[config.mk]
export PLATFORM = sky130hd
export DESIGN_NAME = superfasthash_bucket_index_top
export DESIGN_NICKNAME = d
export VERILOG_FILES = /design/src/rtl/core/sfh_pkg.sv /design/src/rtl/core/superfasthash_bucket_index_top.sv
export SDC_FILE = /design/constraint.sdc
export NUM_CORES = 1
export LEC_CHECK = 0
export CAP_MARGIN = 5
export CORE_MARGIN = 1.5
export CORE_UTILIZATION = 38
export CTS_BUF_LIST = sky130_fd_sc_hd__clkbuf_4 sky130_fd_sc_hd__clkbuf_8
export DETAILED_ROUTE_END_ITERATION = 16
export DONT_BUFFER_PORTS = 1
export REMOVE_ABC_BUFFERS = 1
export SETUP_SLACK_MARGIN = 0.4
export SLEW_MARGIN = 20
export SYNTH_ARGS = -nofsm -noshare
export SYNTH_HDL_FRONTEND = slang
export SYNTH_SLANG_ARGS = --single-unit
[constraint.sdc]
create_clock -name i_clk -period 7.12 [get_ports i_clk]
set_input_delay 1.068 -clock i_clk [delete_from_list [all_inputs] [get_ports i_clk]]
set_output_delay 1.068 -clock i_clk [all_outputs]
set_load 0.01 [all_outputs]
[src/rtl/core/sfh_pkg.sv]
// Package for the SuperFastHash bucket index block: transaction payload types,
// sequencer state type and the micro-operation program of the shared ALU.
// No dependencies.
package sfh_pkg;

    typedef struct packed {
        logic [7:0]  key_byte;
        logic [15:0] key_length;
        logic        last_byte;
    } t_in;

    typedef struct packed {
        logic [31:0] hash_value;
        logic [31:0] bucket_index;
        logic        length_mismatch;
    } t_out;

    typedef enum logic [2:0] {
        S_IDLE,
        S_MIX,
        S_TAIL,
        S_AVAL,
        S_DIV,
        S_OUT
    } t_state;

    typedef enum logic {
        ALU_ADD,
        ALU_XOR
    } t_alu_op;

    // Operand base before the shift.
    typedef enum logic [2:0] {
        SRC_SELF,
        SRC_LO,
        SRC_HI,
        SRC_SX2,
        SRC_SX0
    } t_src;

    typedef logic [4:0] t_pc;

    typedef struct packed {
        t_alu_op    op;
        t_src       src;
        logic       shr;
        logic [4:0] amt;
        logic       last;
    } t_uop;

    // Program entry points and the last remainder step.
    localparam t_pc PC_MIX  = 5'd0;
    localparam t_pc PC_T3   = 5'd4;
    localparam t_pc PC_T2   = 5'd8;
    localparam t_pc PC_T1   = 5'd11;
    localparam t_pc PC_AVAL = 5'd14;
    localparam t_pc PC_DIVL = 5'd31;

    function automatic t_uop sfh_uop(input t_pc pc);
        t_uop u;
        u = '{op: ALU_ADD, src: SRC_SELF, shr: 1'b0, amt: 5'd0, last: 1'b1};
        case (pc)
            // Four-byte chunk mixing.
            5'd0:  u = '{ALU_ADD, SRC_LO,   1'b0, 5'd0,  1'b0};
            5'd1:  u = '{ALU_XOR, SRC_SELF, 1'b0, 5'd16, 1'b0};
            5'd2:  u = '{ALU_XOR, SRC_HI,   1'b0, 5'd11, 1'b0};
            5'd3:  u = '{ALU_ADD, SRC_SELF, 1'b1, 5'd11, 1'b1};
            // Three-byte tail.
            5'd4:  u = '{ALU_ADD, SRC_LO,   1'b0, 5'd0,  1'b0};
            5'd5:  u = '{ALU_XOR, SRC_SELF, 1'b0, 5'd16, 1'b0};
            5'd6:  u = '{ALU_XOR, SRC_SX2,  1'b0, 5'd18, 1'b0};
            5'd7:  u = '{ALU_ADD, SRC_SELF, 1'b1, 5'd11, 1'b1};
            // Two-byte tail.
            5'd8:  u = '{ALU_ADD, SRC_LO,   1'b0, 5'd0,  1'b0};
            5'd9:  u = '{ALU_XOR, SRC_SELF, 1'b0, 5'd11, 1'b0};
            5'd10: u = '{ALU_ADD, SRC_SELF, 1'b1, 5'd17, 1'b1};
            // One-byte tail.
            5'd11: u = '{ALU_ADD, SRC_SX0,  1'b0, 5'd0,  1'b0};
            5'd12: u = '{ALU_XOR, SRC_SELF, 1'b0, 5'd10, 1'b0};
            5'd13: u = '{ALU_ADD, SRC_SELF, 1'b1, 5'd1,  1'b1};
            // Final avalanche.
            5'd14: u = '{ALU_XOR, SRC_SELF, 1'b0, 5'd3,  1'b0};
            5'd15: u = '{ALU_ADD, SRC_SELF, 1'b1, 5'd5,  1'b0};
            5'd16: u = '{ALU_XOR, SRC_SELF, 1'b0, 5'd4,  1'b0};
            5'd17: u = '{ALU_ADD, SRC_SELF, 1'b1, 5'd17, 1'b0};
            5'd18: u = '{ALU_XOR, SRC_SELF, 1'b0, 5'd25, 1'b0};
            5'd19: u = '{ALU_ADD, SRC_SELF, 1'b1, 5'd6,  1'b1};
            default: u = '{ALU_ADD, SRC_SELF, 1'b0, 5'd0, 1'b1};
        endcase
        return u;
    endfunction

    // Start of the tail program for a tail of n bytes (n = 1..3).
    function automatic t_pc sfh_tail_pc(input logic [1:0] n);
        t_pc pc;
        case (n)
            2'd3:    pc = PC_T3;
            2'd2:    pc = PC_T2;
            2'd1:    pc = PC_T1;
            default: pc = PC_AVAL;
        endcase
        return pc;
    endfunction

endpackage

[src/rtl/core/superfasthash_bucket_index_top.sv]
// A byte that does not complete a chunk is only stored; a fourth byte starts the chunk mixing steps.
// After the last byte: the tail steps if any bytes are left over, the avalanche steps and the remainder steps, then the
// result is held until taken. An empty key gives its result on the next cycle.
// The shared add/xor/shift ALU and the one-bit-per-cycle remainder unit carry out these steps;
// one key is in work at a time. Reset (synchronous, active low) returns to idle, bucket_count 1024.
// Depends on sfh_pkg.
module superfasthash_bucket_index_top #(
    parameter logic [31:0] MAX_KEY_LENGTH = 32'd65535
) (
    input  logic          i_clk,
    input  logic          i_rst_n,
    input  logic          i_cfg_we,
    input  logic [31:0]   i_cfg_wdata,
    input  logic          i_in_valid,
    output logic          o_in_ready,
    input  sfh_pkg::t_in  i_in_data,
    output logic          o_out_valid,
    input  logic          i_out_ready,
    output sfh_pkg::t_out o_out_data
);
    import sfh_pkg::*;

    t_state      r_state, n_state;
    t_pc         r_pc, n_pc;
    logic        r_in_key, n_in_key;
    logic        r_fin, n_fin;
    logic [31:0] r_bucket_count;
    logic [31:0] r_h, n_h;
    logic [23:0] r_chunk, n_chunk;
    logic [7:0]  r_hi_byte, n_hi_byte;
    logic [15:0] r_seen, n_seen;
    logic [15:0] r_decl, n_decl;
    logic        r_ovf, n_ovf;
    logic        r_mism, n_mism;
    logic [31:0] r_dvd, n_dvd;
    logic [31:0] r_rem, n_rem;
    t_out        r_out, n_out;

    logic        w_accept;
    logic        w_first;
    logic        w_empty;
    logic [15:0] w_seen_base;
    logic [1:0]  w_pos;
    logic [15:0] w_seen_next;
    t_uop        w_uop;
    logic [31:0] w_base;
    logic [31:0] w_operand;
    logic [31:0] w_alu;
    logic [32:0] w_trial;
    logic [32:0] w_diff;
    logic [31:0] w_rem_next;

    assign o_in_ready  = (r_state == S_IDLE);
    assign o_out_valid = (r_state == S_OUT);
    assign o_out_data  = r_out;

    assign w_accept    = i_in_valid && o_in_ready;
    assign w_first     = !r_in_key;
    assign w_empty     = w_first && (i_in_data.key_length == 16'd0);
    assign w_seen_base = w_first ? 16'd0 : r_seen;
    assign w_pos       = w_seen_base[1:0];
    assign w_seen_next = w_seen_base + 16'd1;

    // Shared ALU: one shifted operand, then add or xor into the working hash.
    assign w_uop = sfh_uop(r_pc);

    always_comb begin
        case (w_uop.src)
            SRC_SELF: w_base = r_h;
            SRC_LO:   w_base = {16'd0, r_chunk[15:0]};
            SRC_HI:   w_base = {16'd0, r_hi_byte, r_chunk[23:16]};
            SRC_SX2:  w_base = {{24{r_chunk[23]}}, r_chunk[23:16]};
            SRC_SX0:  w_base = {{24{r_chunk[7]}}, r_chunk[7:0]};
            default:  w_base = r_h;
        endcase
        w_operand = w_uop.shr ? (w_base >> w_uop.amt) : (w_base << w_uop.amt);
        w_alu     = (w_uop.op == ALU_ADD) ? (r_h + w_operand) : (r_h ^ w_operand);
    end

    // Restoring remainder step, one dividend bit per cycle.
    assign w_trial    = {r_rem, r_dvd[31]};
    assign w_diff     = w_trial - {1'b0, r_bucket_count};
    assign w_rem_next = w_diff[32] ? w_trial[31:0] : w_diff[31:0];

    // Next state.
    always_comb begin
        n_state = r_state;
        case (r_state)
            S_IDLE: begin
                if (w_accept) begin
                    if (w_empty) begin
                        n_state = i_in_data.last_byte ? S_OUT : S_IDLE;
                    end else if (w_pos == 2'd3) begin
                        n_state = S_MIX;
                    end else if (i_in_data.last_byte) begin
                        n_state = S_TAIL;
                    end
                end
            end
            S_MIX: begin
                if (w_uop.last) begin
                    n_state = r_fin ? S_AVAL : S_IDLE;
                end
            end
            S_TAIL: begin
                if (w_uop.last) begin
                    n_state = S_AVAL;
                end
            end
            S_AVAL: begin
                if (w_uop.last) begin
                    n_state = S_DIV;
                end
            end
            S_DIV: begin
                if (r_pc == PC_DIVL) begin
                    n_state = S_OUT;
                end
            end
            S_OUT: begin
                if (i_out_ready) begin
                    n_state = S_IDLE;
                end
            end
            default: n_state = S_IDLE;
        endcase
    end

    // Datapath and sequencer outputs.
    always_comb begin
        n_pc      = r_pc;
        n_in_key  = r_in_key;
        n_fin     = r_fin;
        n_h       = r_h;
        n_chunk   = r_chunk;
        n_hi_byte = r_hi_byte;
        n_seen    = r_seen;
        n_decl    = r_decl;
        n_ovf     = r_ovf;
        n_mism    = r_mism;
        n_dvd     = r_dvd;
        n_rem     = r_rem;
        n_out     = r_out;
        case (r_state)
            S_IDLE: begin
                if (w_accept) begin
                    if (w_empty) begin
                        n_out = '0;
                    end else begin
                        n_h     = w_first ? {16'd0, i_in_data.key_length} : r_h;
                        n_decl  = w_first ? i_in_data.key_length : r_decl;
                        n_chunk = w_first ? 24'd0 : r_chunk;
                        case (w_pos)
                            2'd0:    n_chunk[7:0]   = i_in_data.key_byte;
                            2'd1:    n_chunk[15:8]  = i_in_data.key_byte;
                            2'd2:    n_chunk[23:16] = i_in_data.key_byte;
                            default: n_hi_byte      = i_in_data.key_byte;
                        endcase
                        n_ovf    = (w_first ? 1'b0 : r_ovf) || (w_seen_base == 16'hFFFF);
                        n_seen   = w_seen_next;
                        n_in_key = !i_in_data.last_byte;
                        n_fin    = i_in_data.last_byte;
                        n_mism   = n_ovf || (w_seen_next != n_decl) ||
                                   ({16'd0, n_decl} > MAX_KEY_LENGTH);
                        if (w_pos == 2'd3) begin
                            n_pc = PC_MIX;
                        end else begin
                            n_pc = sfh_tail_pc(w_seen_next[1:0]);
                        end
                    end
                end
            end
            S_MIX: begin
                n_h  = w_alu;
                n_pc = r_pc + 5'd1;
                if (w_uop.last) begin
                    n_chunk = 24'd0;
                    n_pc    = PC_AVAL;
                end
            end
            S_TAIL: begin
                n_h  = w_alu;
                n_pc = w_uop.last ? PC_AVAL : (r_pc + 5'd1);
            end
            S_AVAL: begin
                n_h  = w_alu;
                n_pc = r_pc + 5'd1;
                if (w_uop.last) begin
                    n_dvd = w_alu;
                    n_rem = 32'd0;
                    n_pc  = 5'd0;
                end
            end
            S_DIV: begin
                n_rem = w_rem_next;
                n_dvd = {r_dvd[30:0], 1'b0};
                n_pc  = r_pc + 5'd1;
                if (r_pc == PC_DIVL) begin
                    n_out.hash_value      = r_h;
                    n_out.bucket_index    = (r_bucket_count == 32'd0) ? 32'd0 : w_rem_next;
                    n_out.length_mismatch = r_mism;
                end
            end
            S_OUT: begin
                n_fin = 1'b0;
            end
            default: begin
                n_pc = r_pc;
            end
        endcase
    end

    always_ff @(posedge i_clk) begin
        if (!i_rst_n) begin
            r_state        <= S_IDLE;
            r_pc           <= 5'd0;
            r_in_key       <= 1'b0;
            r_fin          <= 1'b0;
            r_seen         <= 16'd0;
            r_decl         <= 16'd0;
            r_ovf          <= 1'b0;
            r_bucket_count <= 32'd1024;
        end else begin
            r_state  <= n_state;
            r_pc     <= n_pc;
            r_in_key <= n_in_key;
            r_fin    <= n_fin;
            r_seen   <= n_seen;
            r_decl   <= n_decl;
            r_ovf    <= n_ovf;
            if (i_cfg_we) begin
                r_bucket_count <= i_cfg_wdata;
            end
        end
    end

    always_ff @(posedge i_clk) begin
        r_h       <= n_h;
        r_chunk   <= n_chunk;
        r_hi_byte <= n_hi_byte;
        r_mism    <= n_mism;
        r_dvd     <= n_dvd;
        r_rem     <= n_rem;
        r_out     <= n_out;
    end

endmodule

==> summary.md <==
| Metric | Value |
|---|---|
| Critical path class | register to register |
| Slowest-stage cell, CP | dfxtp_1 |
| Fin crit share | 87.14% |
| Die width | 231.5 um |
| Setup crit start kind | register |
| Row count | 83 |
| Async S/R FF share, synth | 0% |
| Routed wire length | 63990 um |
| CP endpoint kind | register |
| Die Y | 231.5 um |
| Synth Area in Simple Gates | 19.70% |
| CP max FO | 22 |
| Cts hold-fix bufs | 0 |
| CP cell instances | or2_1 -> mux2i_4 -> buf_4 -> o22ai_1 -> mux4_2 -> mux2i_1 -> a21oi_1 -> a221oi_2 -> ha_1 -> a21oi_1 -> o221ai_1 -> a221oi_1 -> o31ai_1 -> a31oi_1 -> a31o_2 -> o311ai_0 -> xnor2_1 -> a21oi_1 |
| Rel. slew slack | 35.11% |
| Tmin final | 6.204 ns |
| Worst setup margin | 0.9157 ns |
| R2R setup slack | 0.92 ns |
| Via count | 17.63k |
| Fmax | 161.2 MHz |
| Warnings from Yosys | 0 |
| Dpl hpwl | 46650 um |
| Remaining DRCs | 0 |
| Final slew viol count | 0 |
| Max IR drop VDD | 0.2369 mV |
| Vias per cell | 5.955 |
| Worst slew pin tran | 0.9723 ns |
| Top FF cell, synth | edfxtp_1 |
| Buffers & Inverters on Critical Path | 1 |
| Arrival @ worst endpoint | 6.56 ns |
| CP Data Required Time | 7.47 ns |
| Initial antenna violation count | 2 |
| CTS Sinks | 280 |
| Overall routing resource usage | 23.50% |
| Routability Congestion | 0.9690 |
| Metal2 WL | 28560 um |
| CTS max path bufs | 3 |
| Syn_area_per_cell | 8.612 um2 |
| Setup Viol. Count Final | 0 |
| Adder-Cell Fraction of Synth Area | 5.059% |
| DR top layer | met4 |
| # port buffers | 0 |
| # IOs | 129 |
| Core area | 51410 um2 |
| Pwr dens | 517.7 nW/um2 |
| H-Tree Depth | 2 |
| Placement Setup Slack | 0.9663 ns |
| 1st-iter DRT viols | 1880 |
| Status | finished clean |
| Sequential share of the synthesized area | 38.05% |
| Die area | 53570 um2 |
| Met3 Wirelength | 4591 um |
| Pleak | 8.149 nW |
| Mapped cell area | 19830 um2 |
| Drt pass-1 iters | 6 |
| Synthesized instance count | 2303 |
| Seq cells post-synth | 280 |
| Commonest non-fill, non-tap cells in the layout | nor2_1, nand2_1, a21oi_1 |
| Max cap viols | 0 |
| Worst min path class | register to register |
| Post-DRT Antenna Nets | 0 |
| Commonest non-fill, non-tap cell in the layout | nor2_1 |
| Mux share of post-synthesis cell area | 8.201% |
| Setup tns final | 0 ns |
| Max stage delay on crit path | 0.60 ns |
| Routed WL per cell | 21.61 um |
| Largest net degree at the start of global routing | 82 |
| Dpl cells | 2865 |
| Worst-path clk slew | 0.06 ns |
| Worst Skew | 0.03760 ns |
| CP top delay family | compound AO/OA/AOI/OAI gates |
| Final Non-Filler Cells | 2961 |
| First-pass GRT wire length | 98480 um |
| Tot Pwr | 11.12 mW |
| Xor and xnor fraction of the mapped netlist area | 3.974% |
| EDFF count, synth | 194 |
| Area overhead of the layout relative to synthesis | 8.296% |
| Synth Area in Compound Gates | 20.28% |
| Starting Density | 38.58% |
| CTS tree | done |
| Clk Latency, worst-skew pair | 0.64 ns |
| Final net count | 2380 |
| RSZ-0062 raised after global routing | no |
| Synth unique cells | 82 |
| Met1 Routed Length | 28660 um |
| Vias in the first global route | 16.30k |
| Num CTS Buffers | 50 |
| CTS Root Cell | clkbuf_8 |
| Grt ovf | 0 |
| Hold Vio Cnt, Final | 0 |
| Share of cells above drive strength 1 | 8.816% |
| Largest family of logic cells by synthesized area | compound AO/OA/AOI/OAI gates |
| Crit-path most repeated cell | a21oi_1 |
-- area by class of cell --
class	count	area [um2]
Fill cell	5194	29930
Inverter	76	285.3
Tap cell	680	850.8
Multi-Input combinational cell	1793	11400
Timing Repair Buffer	38	325.3
Antenna cell	1	2.502
Clock inverter	22	176.4
Sequential cell	280	7553
Clock buffer	71	889.6
-- power by group --
group | switching, mW | internal (mW)
Clock | 0.726 | 0.887
Sequential | 0.395 | 2.22
Combinational | 4.33 | 2.56
-- per-layer routing --
layer / vias up / GRT usage (%)
met5: - / 0
met4: 0 / 7.537
met3: 142 / 4.232
met2: 698 / 36.54
met1: 8458 / 32.86
li1: 8335 / -
-- final timing paths --
path / endpoint / cells past startpoint / startpoint
setup / recovery: r_dvd[30]$_DFFE_PP_ / 18 / w_uop[7]$_SDFF_PP0_
hold / removal: r_ovf$_SDFFE_PN0P_ / 2 / r_ovf$_SDFFE_PN0P_
setup reg to reg: r_dvd[30]$_DFFE_PP_ / 18 / w_uop[7]$_SDFF_PP0_
hold reg to reg: r_ovf$_SDFFE_PN0P_ / 2 / r_ovf$_SDFFE_PN0P_
-- kinds of logic (layout without fill, tap and decap cells) --
family	after synthesis	count (layout)
multiplexers	148	148
adder cells (fa/ha/maj)	79	79
flip-flops	280	280
AND/OR/NAND/NOR	847	847
other	0	1
buffers and inverters	230	207
AO/OA/AOI/OAI	629	629
XOR/XNOR	90	90
-- flip-flops by register name, indices dropped and copies added, names as in the netlist --
name,flops
r_state,3
r_hi_byte,8
r_pc,5
r_h,32
r_chunk,24
r_ovf,1
o_out_data,65
r_seen,16
r_decl,16
r_mism,1
r_rem,32
r_fin,1
r_dvd,32
w_uop,11
r_bucket_count,32
r_in_key,1
-- synthesized netlist by cell type (51+ instances only) --
cell type	n	area, um2
a21oi_1	207	1036
and3_1	51	319.1
clkbuf_1	119	446.7
dfxtp_1	86	1722
edfxtp_1	194	5826
ha_1	77	963.4
inv_1	71	266.5
mux2i_1	113	1131
nand2_1	222	833.3
nand3_1	62	310.3
nor2_1	304	1141
o21ai_0	127	635.6
xnor2_1	63	551.8
-- per-stage QoR --
stage	hold slack (ns)	instance area (um2)	util, %
after floorplan	0.4360	19180	-
after global placement	0.4442	20350	39.59
after detailed placement	0.4496	20350	39.59
after CTS	0.4577	21420	41.66
after global routing	0.4789	21480	41.78
final	0.4582	21480	41.78
-- repair_timing --
action                                  4_1_cts  5_1_grt
buffers inserted                              0        0
endpoints found under the setup margin        0        3
resized for setup                             0        1
hold endpoints to repair                      0        0
-- worst min-delay path: cells and delay by family (launching register included) --
kind               cells  cell delay [ns]
AOI/OAI and AO/OA      1             0.05
DFF                    1             0.31
and+or+nand+nor        1             0.05
Note: power is estimated with default switching activity, not from simulation.
